## src/hw/rtl/stef_pkg.sv

```systemverilog
// ----------------------------------------------------------------------------
// stef_pkg
// Types and constants shared by the edge trigger finder files.
// ----------------------------------------------------------------------------
package stef_pkg;

   localparam int unsigned SAMPLE_W   = 8;
   localparam int unsigned POS_W      = 16;
   localparam int unsigned OUTCOME_W  = 2;
   localparam int unsigned CSR_IDX_W  = 2;
   localparam int unsigned CSR_DATA_W = 16;

   localparam logic [SAMPLE_W-1:0] LEVEL_RESET  = 8'd128;
   localparam logic [POS_W-1:0]    OFFSET_RESET = 16'd0;
   localparam logic [POS_W-1:0]    LENGTH_RESET = 16'd4096;
   localparam logic [POS_W-1:0]    SCREEN_RESET = 16'd480;

   typedef enum logic [CSR_IDX_W-1:0] {
      CSR_TRIGGER_LEVEL = 2'd0,
      CSR_START_OFFSET  = 2'd1,
      CSR_RECORD_LENGTH = 2'd2,
      CSR_SCREEN_WIDTH  = 2'd3
   } csr_index_type;

   typedef enum logic [1:0] {
      PHASE_SEEK_LOW   = 2'd0,
      PHASE_SEEK_HIGH  = 2'd1,
      PHASE_SEEK_AGAIN = 2'd2
   } phase_type;

   typedef enum logic [OUTCOME_W-1:0] {
      OUTCOME_FULL_EDGE   = 2'd0,
      OUTCOME_FIRST_CROSS = 2'd1,
      OUTCOME_OFFSET      = 2'd2
   } outcome_type;

   typedef struct packed {
      logic [SAMPLE_W-1:0] trigger_level;
      logic [POS_W-1:0]    start_offset;
      logic [POS_W-1:0]    record_length;
      logic [POS_W-1:0]    screen_width;
   } cfg_type;

   typedef struct packed {
      logic [POS_W-1:0] trigger_position;
      outcome_type      outcome;
   } result_type;

endpackage

```

## src/hw/rtl/stef_req_if.sv

```systemverilog
// ----------------------------------------------------------------------------
// stef_req_if
// Sample channel: valid/ready handshake carrying one record sample a beat.
// ----------------------------------------------------------------------------
interface stef_req_if;
   logic       valid;
   logic       ready;
   logic [7:0] sample;
   logic       last_sample;

   modport source (output valid, output sample, output last_sample, input ready);
   modport sink   (input valid, input sample, input last_sample, output ready);
endinterface

```

## src/hw/rtl/stef_rsp_if.sv

```systemverilog
// ----------------------------------------------------------------------------
// stef_rsp_if
// Result channel: valid/ready handshake carrying one trigger result a beat.
// ----------------------------------------------------------------------------
interface stef_rsp_if;
   logic        valid;
   logic        ready;
   logic [15:0] trigger_position;
   logic [1:0]  outcome;

   modport source (output valid, output trigger_position, output outcome, input ready);
   modport sink   (input valid, input trigger_position, input outcome, output ready);
endinterface

```

## src/hw/rtl/stef_csr.sv

```systemverilog
// ----------------------------------------------------------------------------
// stef_csr
// Configuration registers: level, start offset, record length, screen width.
// ----------------------------------------------------------------------------
module stef_csr (
   input  logic                                 clock,
   input  logic                                 reset,
   input  logic                                 csr_we,
   input  logic [stef_pkg::CSR_IDX_W-1:0]       csr_index,
   input  logic [stef_pkg::CSR_DATA_W-1:0]      csr_wdata,
   output stef_pkg::cfg_type                    cfg
);
   import stef_pkg::*;

   cfg_type cfg_ff;
   cfg_type cfg_in;

   always_comb begin
      cfg_in = cfg_ff;
      if (csr_we) begin
         unique case (csr_index_type'(csr_index))
            CSR_TRIGGER_LEVEL: cfg_in.trigger_level = csr_wdata[SAMPLE_W-1:0];
            CSR_START_OFFSET:  cfg_in.start_offset  = csr_wdata[POS_W-1:0];
            CSR_RECORD_LENGTH: cfg_in.record_length = csr_wdata[POS_W-1:0];
            CSR_SCREEN_WIDTH:  cfg_in.screen_width  = csr_wdata[POS_W-1:0];
            default:           cfg_in = cfg_ff;
         endcase
      end
   end

   always_ff @(posedge clock) begin
      if (reset) begin
         cfg_ff.trigger_level <= LEVEL_RESET;
         cfg_ff.start_offset  <= OFFSET_RESET;
         cfg_ff.record_length <= LENGTH_RESET;
         cfg_ff.screen_width  <= SCREEN_RESET;
      end else begin
         cfg_ff <= cfg_in;
      end
   end

   assign cfg = cfg_ff;

endmodule

```

## src/hw/rtl/stef_search.sv

```systemverilog
// ----------------------------------------------------------------------------
// stef_search
// Input register and crossing search; decides one result per record.
// ----------------------------------------------------------------------------
module stef_search (
   input  logic                 clock,
   input  logic                 reset,
   stef_req_if.sink             req,
   input  stef_pkg::cfg_type    cfg,
   input  logic                 res_free,
   output logic                 res_load,
   output stef_pkg::result_type res_data
);
   import stef_pkg::*;

   logic                s1_valid_ff;
   logic [SAMPLE_W-1:0] s1_sample_ff;
   logic                s1_last_ff;

   phase_type           phase_ff, phase_in;
   logic [POS_W-1:0]    index_ff, index_in;
   logic [POS_W-1:0]    first_cross_ff, first_cross_in;
   logic                sent_ff, sent_in;

   logic [POS_W-1:0]    half;
   logic [POS_W-1:0]    limit;
   logic                in_window;
   logic                asserted;
   logic                edge_hit;
   logic                emit;
   logic                advance;

   assign half      = cfg.screen_width >> 1;
   assign limit     = cfg.record_length - half;
   assign asserted  = (s1_sample_ff <= cfg.trigger_level);
   assign in_window = !sent_ff && (index_ff >= cfg.start_offset) && (index_ff <= limit);

   always_comb begin
      phase_in       = phase_ff;
      first_cross_in = first_cross_ff;
      edge_hit       = 1'b0;
      if (in_window) begin
         unique case (phase_ff)
            PHASE_SEEK_HIGH: begin
               if (!asserted) phase_in = PHASE_SEEK_AGAIN;
            end
            PHASE_SEEK_AGAIN: begin
               if (asserted) edge_hit = 1'b1;
            end
            default: begin
               if (asserted) begin
                  first_cross_in = index_ff;
                  phase_in       = PHASE_SEEK_HIGH;
               end
            end
         endcase
      end

      // Result: full edge now, or the fallback on the record's last sample.
      emit = edge_hit || (s1_last_ff && !sent_ff);
      if (edge_hit) begin
         res_data.trigger_position = index_ff - half;
         res_data.outcome          = OUTCOME_FULL_EDGE;
      end else if (phase_in == PHASE_SEEK_HIGH) begin
         res_data.trigger_position = first_cross_in - half;
         res_data.outcome          = OUTCOME_FIRST_CROSS;
      end else begin
         res_data.trigger_position = cfg.start_offset;
         res_data.outcome          = OUTCOME_OFFSET;
      end

      sent_in  = sent_ff || edge_hit;
      index_in = index_ff + 1'b1;
      if (s1_last_ff) begin
         phase_in       = PHASE_SEEK_LOW;
         index_in       = '0;
         first_cross_in = '0;
         sent_in        = 1'b0;
      end
   end

   // Hold the sample only while its result cannot be placed.
   assign advance   = s1_valid_ff && (!emit || res_free);
   assign res_load  = advance && emit;
   assign req.ready = !s1_valid_ff || advance;

   always_ff @(posedge clock) begin
      if (reset) begin
         s1_valid_ff    <= 1'b0;
         phase_ff       <= PHASE_SEEK_LOW;
         index_ff       <= '0;
         first_cross_ff <= '0;
         sent_ff        <= 1'b0;
      end else begin
         if (req.ready) s1_valid_ff <= req.valid;
         if (advance) begin
            phase_ff       <= phase_in;
            index_ff       <= index_in;
            first_cross_ff <= first_cross_in;
            sent_ff        <= sent_in;
         end
      end
   end

   always_ff @(posedge clock) begin
      if (req.valid && req.ready) begin
         s1_sample_ff <= req.sample;
         s1_last_ff   <= req.last_sample;
      end
   end

endmodule

```

## src/hw/rtl/stef_out_reg.sv

```systemverilog
// ----------------------------------------------------------------------------
// stef_out_reg
// Result register driving the result channel.
// ----------------------------------------------------------------------------
module stef_out_reg (
   input  logic                 clock,
   input  logic                 reset,
   input  logic                 res_load,
   input  stef_pkg::result_type res_data,
   output logic                 res_free,
   stef_rsp_if.source           rsp
);
   import stef_pkg::*;

   logic       valid_ff;
   result_type data_ff;

   assign res_free = !valid_ff || rsp.ready;

   always_ff @(posedge clock) begin
      if (reset) begin
         valid_ff <= 1'b0;
      end else if (res_free) begin
         valid_ff <= res_load;
      end
   end

   always_ff @(posedge clock) begin
      if (res_load && res_free) begin
         data_ff <= res_data;
      end
   end

   assign rsp.valid            = valid_ff;
   assign rsp.trigger_position = data_ff.trigger_position;
   assign rsp.outcome          = data_ff.outcome;

endmodule

```

## src/hw/rtl/scope_edge_trigger_finder.sv

```systemverilog
// ----------------------------------------------------------------------------
// scope_edge_trigger_finder
// Finds the display start of a captured record from a falling-rising-falling
// crossing pattern around the trigger level.
// ----------------------------------------------------------------------------
// Feed the record one sample a beat on req_bus, marking the final sample with
// last_sample. The block accepts one sample every clock unless it stalls. A
// sample goes into an input register on its beat, and its result goes from
// there into the result register, which drives rsp_bus. The search logic
// sits between the two registers. The sample channel stalls only when a
// sample would produce a result while the result register still holds one
// that has not been taken. Each record gives exactly one result beat: on the
// sample completing a full edge (outcome 0), or else on the last sample
// (outcome 1, first crossing minus half the screen, when the rise never came;
// outcome 2, the start offset, when nothing crossed or the final fall never
// came). Samples before start_offset or beyond record_length minus half the
// screen are ignored. Write the csr_ registers only while the block is idle.
// ----------------------------------------------------------------------------
module scope_edge_trigger_finder (
   input  logic                            clock,
   input  logic                            reset,
   stef_req_if.sink                        req_bus,
   stef_rsp_if.source                      rsp_bus,
   input  logic                            csr_we,
   input  logic [stef_pkg::CSR_IDX_W-1:0]  csr_index,
   input  logic [stef_pkg::CSR_DATA_W-1:0] csr_wdata
);
   import stef_pkg::*;

   cfg_type    cfg;
   logic       res_free;
   logic       res_load;
   result_type res_data;

   // Hold the configuration registers.
   stef_csr u_csr (
      .clock     (clock),
      .reset     (reset),
      .csr_we    (csr_we),
      .csr_index (csr_index),
      .csr_wdata (csr_wdata),
      .cfg       (cfg)
   );

   // Register each sample, advance the crossing search, decide the result.
   stef_search u_search (
      .clock    (clock),
      .reset    (reset),
      .req      (req_bus),
      .cfg      (cfg),
      .res_free (res_free),
      .res_load (res_load),
      .res_data (res_data)
   );

   // Hold the result until the sink takes the beat.
   stef_out_reg u_out (
      .clock    (clock),
      .reset    (reset),
      .res_load (res_load),
      .res_data (res_data),
      .res_free (res_free),
      .rsp      (rsp_bus)
   );

endmodule

```

## src/flat_wrapper.sv

```systemverilog
// flat-port wrapper written by rule: the top's interface ports become plain ports
module scope_edge_trigger_finder_flat import stef_pkg::*;
  (clock, reset, csr_we, csr_index, csr_wdata, req_bus_valid, req_bus_sample, req_bus_last_sample, req_bus_ready, rsp_bus_valid, rsp_bus_trigger_position, rsp_bus_outcome, rsp_bus_ready);
  stef_req_if req_bus_i ();
  stef_rsp_if rsp_bus_i ();
  input  logic clock;
  input  logic reset;
  input  logic csr_we;
  input  logic [stef_pkg::CSR_IDX_W-1:0] csr_index;
  input  logic [stef_pkg::CSR_DATA_W-1:0] csr_wdata;
  input wire logic [$bits(req_bus_i.valid)-1:0] req_bus_valid;
  input wire logic [$bits(req_bus_i.sample)-1:0] req_bus_sample;
  input wire logic [$bits(req_bus_i.last_sample)-1:0] req_bus_last_sample;
  output wire logic [$bits(req_bus_i.ready)-1:0] req_bus_ready;
  output wire logic [$bits(rsp_bus_i.valid)-1:0] rsp_bus_valid;
  output wire logic [$bits(rsp_bus_i.trigger_position)-1:0] rsp_bus_trigger_position;
  output wire logic [$bits(rsp_bus_i.outcome)-1:0] rsp_bus_outcome;
  input wire logic [$bits(rsp_bus_i.ready)-1:0] rsp_bus_ready;
  assign req_bus_i.valid = req_bus_valid;
  assign req_bus_i.sample = req_bus_sample;
  assign req_bus_i.last_sample = req_bus_last_sample;
  assign req_bus_ready = req_bus_i.ready;
  assign rsp_bus_valid = rsp_bus_i.valid;
  assign rsp_bus_trigger_position = rsp_bus_i.trigger_position;
  assign rsp_bus_outcome = rsp_bus_i.outcome;
  assign rsp_bus_i.ready = rsp_bus_ready;
  scope_edge_trigger_finder u_core (.clock(clock), .reset(reset), .req_bus(req_bus_i), .rsp_bus(rsp_bus_i), .csr_we(csr_we), .csr_index(csr_index), .csr_wdata(csr_wdata));
endmodule
```

## config.mk

```make
export PLATFORM = sky130hd
export DESIGN_NAME = scope_edge_trigger_finder_flat
export DESIGN_NICKNAME = d
export VERILOG_FILES = /design/src/hw/rtl/stef_pkg.sv /design/src/hw/rtl/stef_req_if.sv /design/src/hw/rtl/stef_rsp_if.sv /design/src/hw/rtl/stef_csr.sv /design/src/hw/rtl/stef_search.sv /design/src/hw/rtl/stef_out_reg.sv /design/src/hw/rtl/scope_edge_trigger_finder.sv /design/src/flat_wrapper.sv
export SDC_FILE = /design/constraint.sdc
export NUM_CORES = 1
export LEC_CHECK = 0
export BUFFER_PORTS_ARGS = -buffer_cell sky130_fd_sc_hd__buf_4
export CORE_UTILIZATION = 55
export CTS_BUF_LIST = sky130_fd_sc_hd__clkbuf_16
export CTS_CLUSTER_SIZE = 25
export DETAILED_ROUTE_END_ITERATION = 16
export GPL_TIMING_DRIVEN = 1
export PLACE_DENSITY = 0.76
export SYNTH_ARGS = -nofsm -noshare
export SYNTH_HDL_FRONTEND = slang
export SYNTH_HIERARCHICAL = 1
export SYNTH_SLANG_ARGS = --single-unit
```

## constraint.sdc

```tcl
create_clock -name clock -period 6 [get_ports clock]
set_input_delay 0.9 -clock clock [delete_from_list [all_inputs] [get_ports clock]]
set_output_delay 0.9 -clock clock [all_outputs]
set_load 0.01 [all_outputs]
```

* Yosys cells after proc, flatten, opt, wreduce, memory -nomap -nowiden
Index checks and enable logic that the tools add are counted.
** Word-level totals
- Register bits :: 120
- Input bits :: 32
- Output and inout bits :: 20
- Word-level logic and storage cells :: 65
** Operators by class
- Add/sub/neg operators :: 4
- Order comparisons :: 3
- Equal/unequal tests :: 6
- Muxes and demuxes :: 16
- Reductions and logical operators :: 22
** Operator list (count)
- $mux 16 :: 5
- $sub 16x15->16 :: 3
- $mux 18 :: 2
- $add 16x1->16 const B :: 1
- $ge 16x16->1 :: 1
- $le 16x16->1 :: 1
- $le 8x8->1 :: 1
- $mux 2 :: 4
- $reduce_and 2->1 :: 4
- $logic_and 1x1->1 :: 7
- $eq 2x1->1 const B :: 3
- $eq 2x2->1 const B :: 3
- $logic_or 1x1->1 :: 5
- $logic_not 1->1 :: 4
- $mux 1 :: 4
- $pmux 2 s2 :: 1
- $logic_not 2->1 :: 1
- $reduce_or 2->1 :: 1

* Depth between registers and ports, before layout
Gate-level depths: netlist of run 1.
- Word-level depth :: 10
- Mapped depth :: 34
- Mapped depth without buffers :: 31

* Cells and area by module
The synthesis of run 1 kept the hierarchy.
** By module, submodules not included
- stef_search :: instances 1, cells an instance 658, area an instance 5235.0 um^2, seq. area each 991.0 um^2
- stef_csr :: instances 1, cells an instance 209, area an instance 2258.4 um^2, seq. area each 1121.1 um^2
- stef_out_reg :: instances 1, cells an instance 23, area an instance 595.6 um^2, seq. area each 560.5 um^2

* Least setup slack after synthesis of run 1
No wires, ideal clock.
- Path type :: register to register
- From :: register u_core.u_csr.cfg_ff (netlist bit u_core/u_csr/cfg[1])
- To :: register u_core.u_out.data_ff (netlist bit u_core/u_out/rsp.trigger_position[15]) (data pin)
- Setup time :: 280 ps
- Arrival :: 6243 ps
- Required time :: 5720 ps
- Setup slack :: -523 ps
- Stages on the path, launching flop included :: 33
- Buffers on the path :: 3
- Path through :: dfxtp_1 > ha_1 > fa_1 > nor2b_1 > o21ai_0 > a21oi_1 > o21ai_0 > a211oi_1 > nor3_1 > o41ai_1 > a21oi_1 > xor2_1 > ha_1 > a21oi_1 > nand2_1 > a211oi_1 > o211ai_1 > a22oi_1 > buf_6 > and3_1 > buf_2 > buf_2 > mux2_2 > ha_1 > o21a_1 > o31a_1 > or4_1 > a31oi_1 > a21oi_1 > a31oi_1 > o21ai_0 > xnor2_1 > o221ai_1
** RTL lines
- start: declaration :: RTL line stef_csr.sv:15 : cfg_type cfg_ff;
- start signal: assignment :: RTL line stef_csr.sv:38 : cfg_ff <= cfg_in;
- end signal: assignment :: RTL line stef_out_reg.sv:30 : data_ff <= res_data;
- end: declaration :: RTL line stef_out_reg.sv:16 : result_type data_ff;

==> summary.md, run 1 <==
| Metric | Value |
|---|---|
| Detailed Route WL | 19900 um |
| Max Clock Freq | 164 MHz |
| Max FO, Critical Path | 4 |
| DP HPWL | 14300 um |
| H-tree depth | 4 |
| WL/cell | 16.9 um |
| Cell Pwr Density | 223 nW/um^2 |
| Fin crit period | 6.09 ns |
| Antenna-violating nets left | 0 |
| Initial Util | 0.571 |
| CTS tree | done |
| Ant. Diodes | 0 |
| Gr usage total | 0.274 |
| Vias/cell | 5.85 |
| Post-Synthesis Mean Instance Area | 9.08 sq um |
| Yosys warning count | 6 |
| Post-cts hold buffer count | 0 |
| Num ports | 52 |
| CP startpoint kind | flip-flop |
| Antenna violations before repair | 0 |
| Relative slew margins | 0.268 |
| Fin crit share | 1.02 |
| 1st-iter DRT viols | 645 |
| Tightest Hold Check Type | flip-flop to flip-flop |
| GRT overflow | 0 |
| Clock slew at reported path FFs | 0.06 ns |
| Dpl cell area | 8940 sq um |
| GPL Wtd Cong | 0.886 |
| First-pass GRT wire length | 31700 um |
| Critical path data arrival time | 6.35 ns |
| Clock tree sinks | 119 |
| Vias | 6893 |
| Die height | 123 um |
| Design area | 9830 sq um |
| Worst-Skew Late Latency | 0.43 ns |
| Final setup fails | 3 |
| Number of detailed-route iterations in the first pass | 5 |
| TritonCTS Buffers | 17 |
| Slew Viols, Final | 0 |
| Share of post-route cells with drive strength above 1 | 0.217 |
| WHS | 0.459 ns |
| P&R area growth vs syn | 22.1% |
| Place WS | -0.422 ns |
| CTS Buffer Depth | 2 |
| Area of the multi-input gates | 5310 sq um |
| DIE AREA | 15100 sq um |
| DRC | 0 |
| FF/Latch Area | 2660 sq um |
| Syn Nets | 1009 |
| Worst-Margin Slew | 1.10 ns |
| Largest net degree at the start of global routing | 99 |
| Die width | 123 um |
| RSZ-0062 raised after global routing | yes |
| Worst path slowest cell | o41a_1 |
| Crit path kind | flip-flop to flip-flop |
| Crit path capture type | flip-flop |
| Port Buffer Count | 51 |
| Mapped Cells | 887 |
| Maxcap violations | 0 |
| Post-layout nets | 1108 |
| Status | complete, but fails checks |
| Number of fill cells | 1117 |
| Vias in the first global route | 6499 |
| Required @ worst endpoint | 6.26 ns |
| Mapped Area | 8050 sq um |
| Final hold viol count | 0 |
| Pleak | 4.18 nW |
| Setup WS post-layout | -0.0908 ns |
| Failing checks | negative setup slack |
| CTS root buffer | clkbuf_16 |
| Core area | 14100 sq um |
| Clock skew | 0.00779 ns |
| Worst path max stage delay | 0.37 ns |
| Row count | 43 |
| VDD IR max | 161 uV |
## layer usage
layer	wire, um	GRT usage	part of all wire	up-vias
met3	1200	0.0447	0.060	28
met1	8900	0.363	0.45	3254
li1	-	-	-	3396
met5	0	0	0	-
met2	9500	0.451	0.48	215
met4	324	0.0994	0.016	0
## final timing paths
path	cells past startpoint	startpoint	slack, ns	endpoint
setup / recovery	32	u_core/u_csr/cfg[16]$_SDFFE_PP0P_	-0.09	u_core/u_out/rsp.trigger_position[14]$_DFFE_PP_
hold / removal	2	u_core/u_search/first_cross_ff[7]$_SDFFE_PP0P_	0.46	u_core/u_search/first_cross_ff[7]$_SDFFE_PP0P_
setup reg to reg	32	u_core/u_csr/cfg[16]$_SDFFE_PP0P_	-0.09	u_core/u_out/rsp.trigger_position[14]$_DFFE_PP_
hold reg to reg	2	u_core/u_search/first_cross_ff[7]$_SDFFE_PP0P_	0.46	u_core/u_search/first_cross_ff[7]$_SDFFE_PP0P_
## registers in the layout, indices dropped and copies added, names as in the netlist
signal / cells
u_core/u_search/index_ff: 16
u_core/u_out/rsp.trigger_position: 16
u_core/u_search/s1_last_ff: 1
u_core/u_search/s1_sample_ff: 8
u_core/u_search/first_cross_ff: 16
u_core/u_out/rsp.valid: 1
u_core/u_csr/cfg: 55
u_core/u_search/s1_valid_ff: 1
u_core/u_out/rsp.outcome: 2
u_core/u_search/sent_ff: 1
u_core/u_search/phase_ff: 2
## placed cells by master, fill, tap and decap left out, drive strengths merged, types with 6 or more instances in the layout
master / n
o21a: 10
nand4: 8
a31oi: 9
mux2: 14
a22oi: 10
o211ai: 6
or3: 10
inv: 65
mux2i: 58
nor2: 54
buf: 112
clkbuf: 19
nor3: 29
o21ai: 35
a21oi: 53
nor2b: 9
nand3: 30
dfxtp: 92
clkinv: 8
edfxtp: 27
xnor2: 25
xor2: 16
nand2b: 80
a21o: 7
o221ai: 13
ha: 87
nand2: 47
## critical path: cells and delay by family, from the launching register on
| family | cells | cell delay (ns) |
|---|---|---|
| multiplexers | 1 | 0.24 |
| buffers and inverters | 2 | 0.14 |
| flip-flops | 1 | 0.33 |
| XOR/XNOR | 1 | 0.16 |
| adder cells (fa/ha/maj) | 5 | 1.28 |
| AND/OR/NAND/NOR | 7 | 0.80 |
| AO/OA/AOI/OAI | 16 | 2.96 |
## layout make-up
type	count	area share
clock buffers	19	0.0484
clock inverters	13	0.00776
inverters	61	0.0233
multi-input cells	675	0.540
flip-flops and latches	119	0.270
well taps	180	0.0229
repair buffers	112	0.0874
## power breakdown
group          switching [mW]  internal (mW)  total (mW)
Combinational           0.204          0.175       0.379
Sequential             0.0171          0.850       0.867
Clock                   0.375          0.570       0.944
## stage by stage
step,setup TNS [ns],std cells,utilization,total power [mW]
floorplan,-0.0755,887,-,1.12
global placement,-1.07,1135,0.634,1.22
detailed placement,-1.91,1135,0.634,1.23
CTS,-0.325,1170,0.680,2.18
global route,-2.03,1179,0.697,2.27
finish,-0.182,1179,0.697,2.19
## what timing repair did
action | CTS | global route
resized for setup | 17 | 31
setup endpoints to repair | 7 | 11
pin swaps | 7 | 39
setup buffers | 3 | 10
(Power assumes the default switching activity.)
==> run 2, diff against run 1 <==
--- a/config.mk
+++ b/config.mk
@@ -5,7 +5,7 @@
 export SDC_FILE = /design/constraint.sdc
 export NUM_CORES = 1
 export LEC_CHECK = 0
-export BUFFER_PORTS_ARGS = -buffer_cell sky130_fd_sc_hd__buf_4
+export BUFFER_PORTS_ARGS = -buffer_cell sky130_fd_sc_hd__buf_2
 export CORE_UTILIZATION = 55
 export CTS_BUF_LIST = sky130_fd_sc_hd__clkbuf_16
 export CTS_CLUSTER_SIZE = 25
==> run 2 against run 1 <==
  * The flow still finishes with violations (negative setup slack)
  * Maximum frequency fell by 2.6%
  * Clock power rose by 9%
  * Worst setup slack got worse by 0.16 ns
  * Global-route usage rose by 0.69 points
  * Non-clock buffer count rose by 13
  * Clock skew fell by 0.0019 ns
  * Wire length rose by 2.2%
  * Largest power group unchanged
==> summary.md, run 2 (same netlist as run 1, synthesis figures left out) <==
| Metric | Value |
|---|---|
| Layout Cells excl Fill | 1192 (+1.1%) |
| Slew Viols, Final | 0 (unchanged) |
| Crit path capture type | flip-flop |
| Vias | 6981 (+1.3%) |
| Worst-Margin Slew | 1.10 ns (-0.00217 ns) |
| Cell Pwr Density | 232 nW/um^2 (+4.0%) |
| Port Buffer Count | 51 (unchanged) |
| Commonest cells after routing, fill and taps aside | 90 x dfxtp_1, 82 x ha_1, 78 x nand2b_1 |
| Vias/cell | 5.86 (+0.17%) |
| Max Clock Freq | 160 MHz (-2.6%) |
| Crit path kind | flip-flop to flip-flop |
| Relative slew margins | 0.269 (+0.00144) |
| P&R area growth vs syn | 21.5% |
| Vias in the first global route | 6669 (+2.6%) |
| Largest net degree at the start of global routing | 99 (unchanged) |
| Number of fill cells | 1058 (-5.3%) |
| Most common cell after layout, fill and taps aside | dfxtp_1 |
| Maxcap violations | 0 (unchanged) |
| CTS Buffer Depth | 2 (unchanged) |
| Status | complete, but fails checks |
| TritonCTS Buffers | 17 (unchanged) |
| First-pass GRT wire length | 32300 um (+1.9%) |
| Die width | 123 um (unchanged) |
| Die height | 123 um (unchanged) |
| Number of flip-flops in the largest register | 55 (unchanged) |
| Tightest Hold Check Type | flip-flop to flip-flop |
| Worst path slowest cell | dfxtp_2 |
| Required @ worst endpoint | 6.25 ns (about the same) |
| CP startpoint kind | flip-flop |
| RSZ-0062 raised after global routing | yes |
| Setup WS post-layout | -0.251 ns (-0.160 ns) |
| Detailed Route WL | 20400 um (+2.2%) |
| Final hold viol count | 0 (unchanged) |
| Final setup fails | 6 (+3) |
| Fin util | 0.694 (-0.00311) |
| 1st-iter DRT viols | 441 (-32%) |
| GPL Wtd Cong | 0.886 (about the same) |
| DRC | 0 (unchanged) |
| GRT overflow | 0 (unchanged) |
| Pleak | 4.20 nW (+0.48%) |
| Clock tree sinks | 119 (unchanged) |
| Critical path data arrival time | 6.50 ns (+0.15 ns) |
| Clock slew at reported path FFs | 0.06 ns (about the same) |
| WL/cell | 17.1 um (+1.1%) |
| Fin crit period | 6.25 ns (+0.160 ns) |
| Antenna-violating nets left | 0 (unchanged) |
| DP HPWL | 14400 um (+0.80%) |
| Critical path's most frequent cell | o211ai_1 |
| Core area | 14100 sq um (unchanged) |
| Antenna violations before repair | 0 (unchanged) |
| Post-layout nets | 1121 (+1.2%) |
| Number of detailed-route iterations in the first pass | 5 (unchanged) |
| Gr usage total | 0.281 (+0.00693) |
| Fin crit share | 1.04 (+0.0266) |
| Ant. Diodes | 0 (unchanged) |
| Row count | 43 (unchanged) |
| CTS tree | done |
| Max FO, Critical Path | 4 (unchanged) |
| VDD IR max | 185 uV (+15%) |
| WHS | 0.459 ns (-0.000171 ns) |
| Share of post-route cells with drive strength above 1 | 0.221 (+0.00413) |
| H-tree depth | 4 (unchanged) |
| DIE AREA | 15100 sq um (unchanged) |
| Worst-Skew Late Latency | 0.42 ns (about the same) |
| Place WS | -0.481 ns (-0.0597 ns) |
| Placed cells | 1145 (+0.88%) |
| CTS root buffer | clkbuf_16 |
| Num ports | 52 (unchanged) |
| Clock skew | 0.00592 ns (-0.00187 ns) |
| Post-cts hold buffer count | 0 (unchanged) |
| Initial Util | 0.571 (unchanged) |
| Setup TNS | -1.09 ns (-0.905 ns) |
| Failing checks | negative setup slack |
| Worst path max stage delay | 0.34 ns (-0.03 ns) |
==> run 2: cell types whose count changed in the layout (fill, tap and decap cells not counted), moves of 3 or more <==
cell / before / now
buf_2: 0 / 51
buf_4: 108 / 70
o221ai_2: 0 / 3
o221ai_1: 13 / 10
ha_1: 78 / 82
clkinv_1: 3 / 0
ha_4: 7 / 4
==> run 2: what timing repair did <==
action                     in CTS  in global routing
cloned                          0                  0
pin swaps                      20                 27
resized for setup              21                 14
setup buffers                   9                  6
setup endpoints to repair       8                 11
==> run 2: final timing paths <==
| check | start | endpoint | slack [ns] | cells past startpoint |
|---|---|---|---|---|
| max reg2reg | u_core/u_csr/cfg[16]$_SDFFE_PP0P_ | u_core/u_out/rsp.trigger_position[14]$_DFFE_PP_ | -0.25 | 32 |
| min reg2reg | u_core/u_search/first_cross_ff[7]$_SDFFE_PP0P_ | u_core/u_search/first_cross_ff[7]$_SDFFE_PP0P_ | 0.46 | 2 |
| min | u_core/u_search/first_cross_ff[7]$_SDFFE_PP0P_ | u_core/u_search/first_cross_ff[7]$_SDFFE_PP0P_ | 0.46 | 2 |
| max | u_core/u_csr/cfg[16]$_SDFFE_PP0P_ | u_core/u_out/rsp.trigger_position[14]$_DFFE_PP_ | -0.25 | 32 |
==> run 2: final cells by class <==
| type | instances | area, sq um | share of cell area |
|---|---|---|---|
| flip-flops and latches | 119 | 2660 | 0.272 |
| clock buffers | 18 | 450 | 0.0460 |
| well taps | 180 | 225 | 0.0230 |
| clock inverters | 14 | 145 | 0.0148 |
| multi-input cells | 675 | 5250 | 0.537 |
| repair buffers | 125 | 826 | 0.0844 |
| inverters | 61 | 229 | 0.0234 |
==> run 2: where the power goes <==
group          switching (mW)  internal [mW]  leakage [nW]
Sequential             0.0171          0.849          1.00
Combinational           0.206          0.170          2.91
Clock                   0.389          0.637         0.289
Total                   0.612           1.66          4.20
==> run 2: worst max-delay path: cells and delay by family (launching register included) <==
kind / cells / cell delay, ns
fa+ha+maj: 5 / 1.25
flops: 1 / 0.34
buf+inv: 2 / 0.14
simple gates: 7 / 0.92
mux: 1 / 0.18
xor+xnor: 1 / 0.16
compound gates: 16 / 3.07
==> run 2: metal layers <==
metal,vias to the layer above,GRT usage,part of all wire
li1,3417,-,-
met1,3285,0.367,0.44
met2,249,0.458,0.47
met3,30,0.0609,0.071
met4,0,0.100,0.020
met5,-,0,0
==> run 2: per-stage QoR <==
stage | instance area [sq um] | power (mW)
finish | 9790 | 2.27
global route | 9790 | 2.35
CTS | 9660 | 2.26
detailed placement | 8890 | 1.22
global placement | 8890 | 1.21
floorplan | 8150 | 1.12
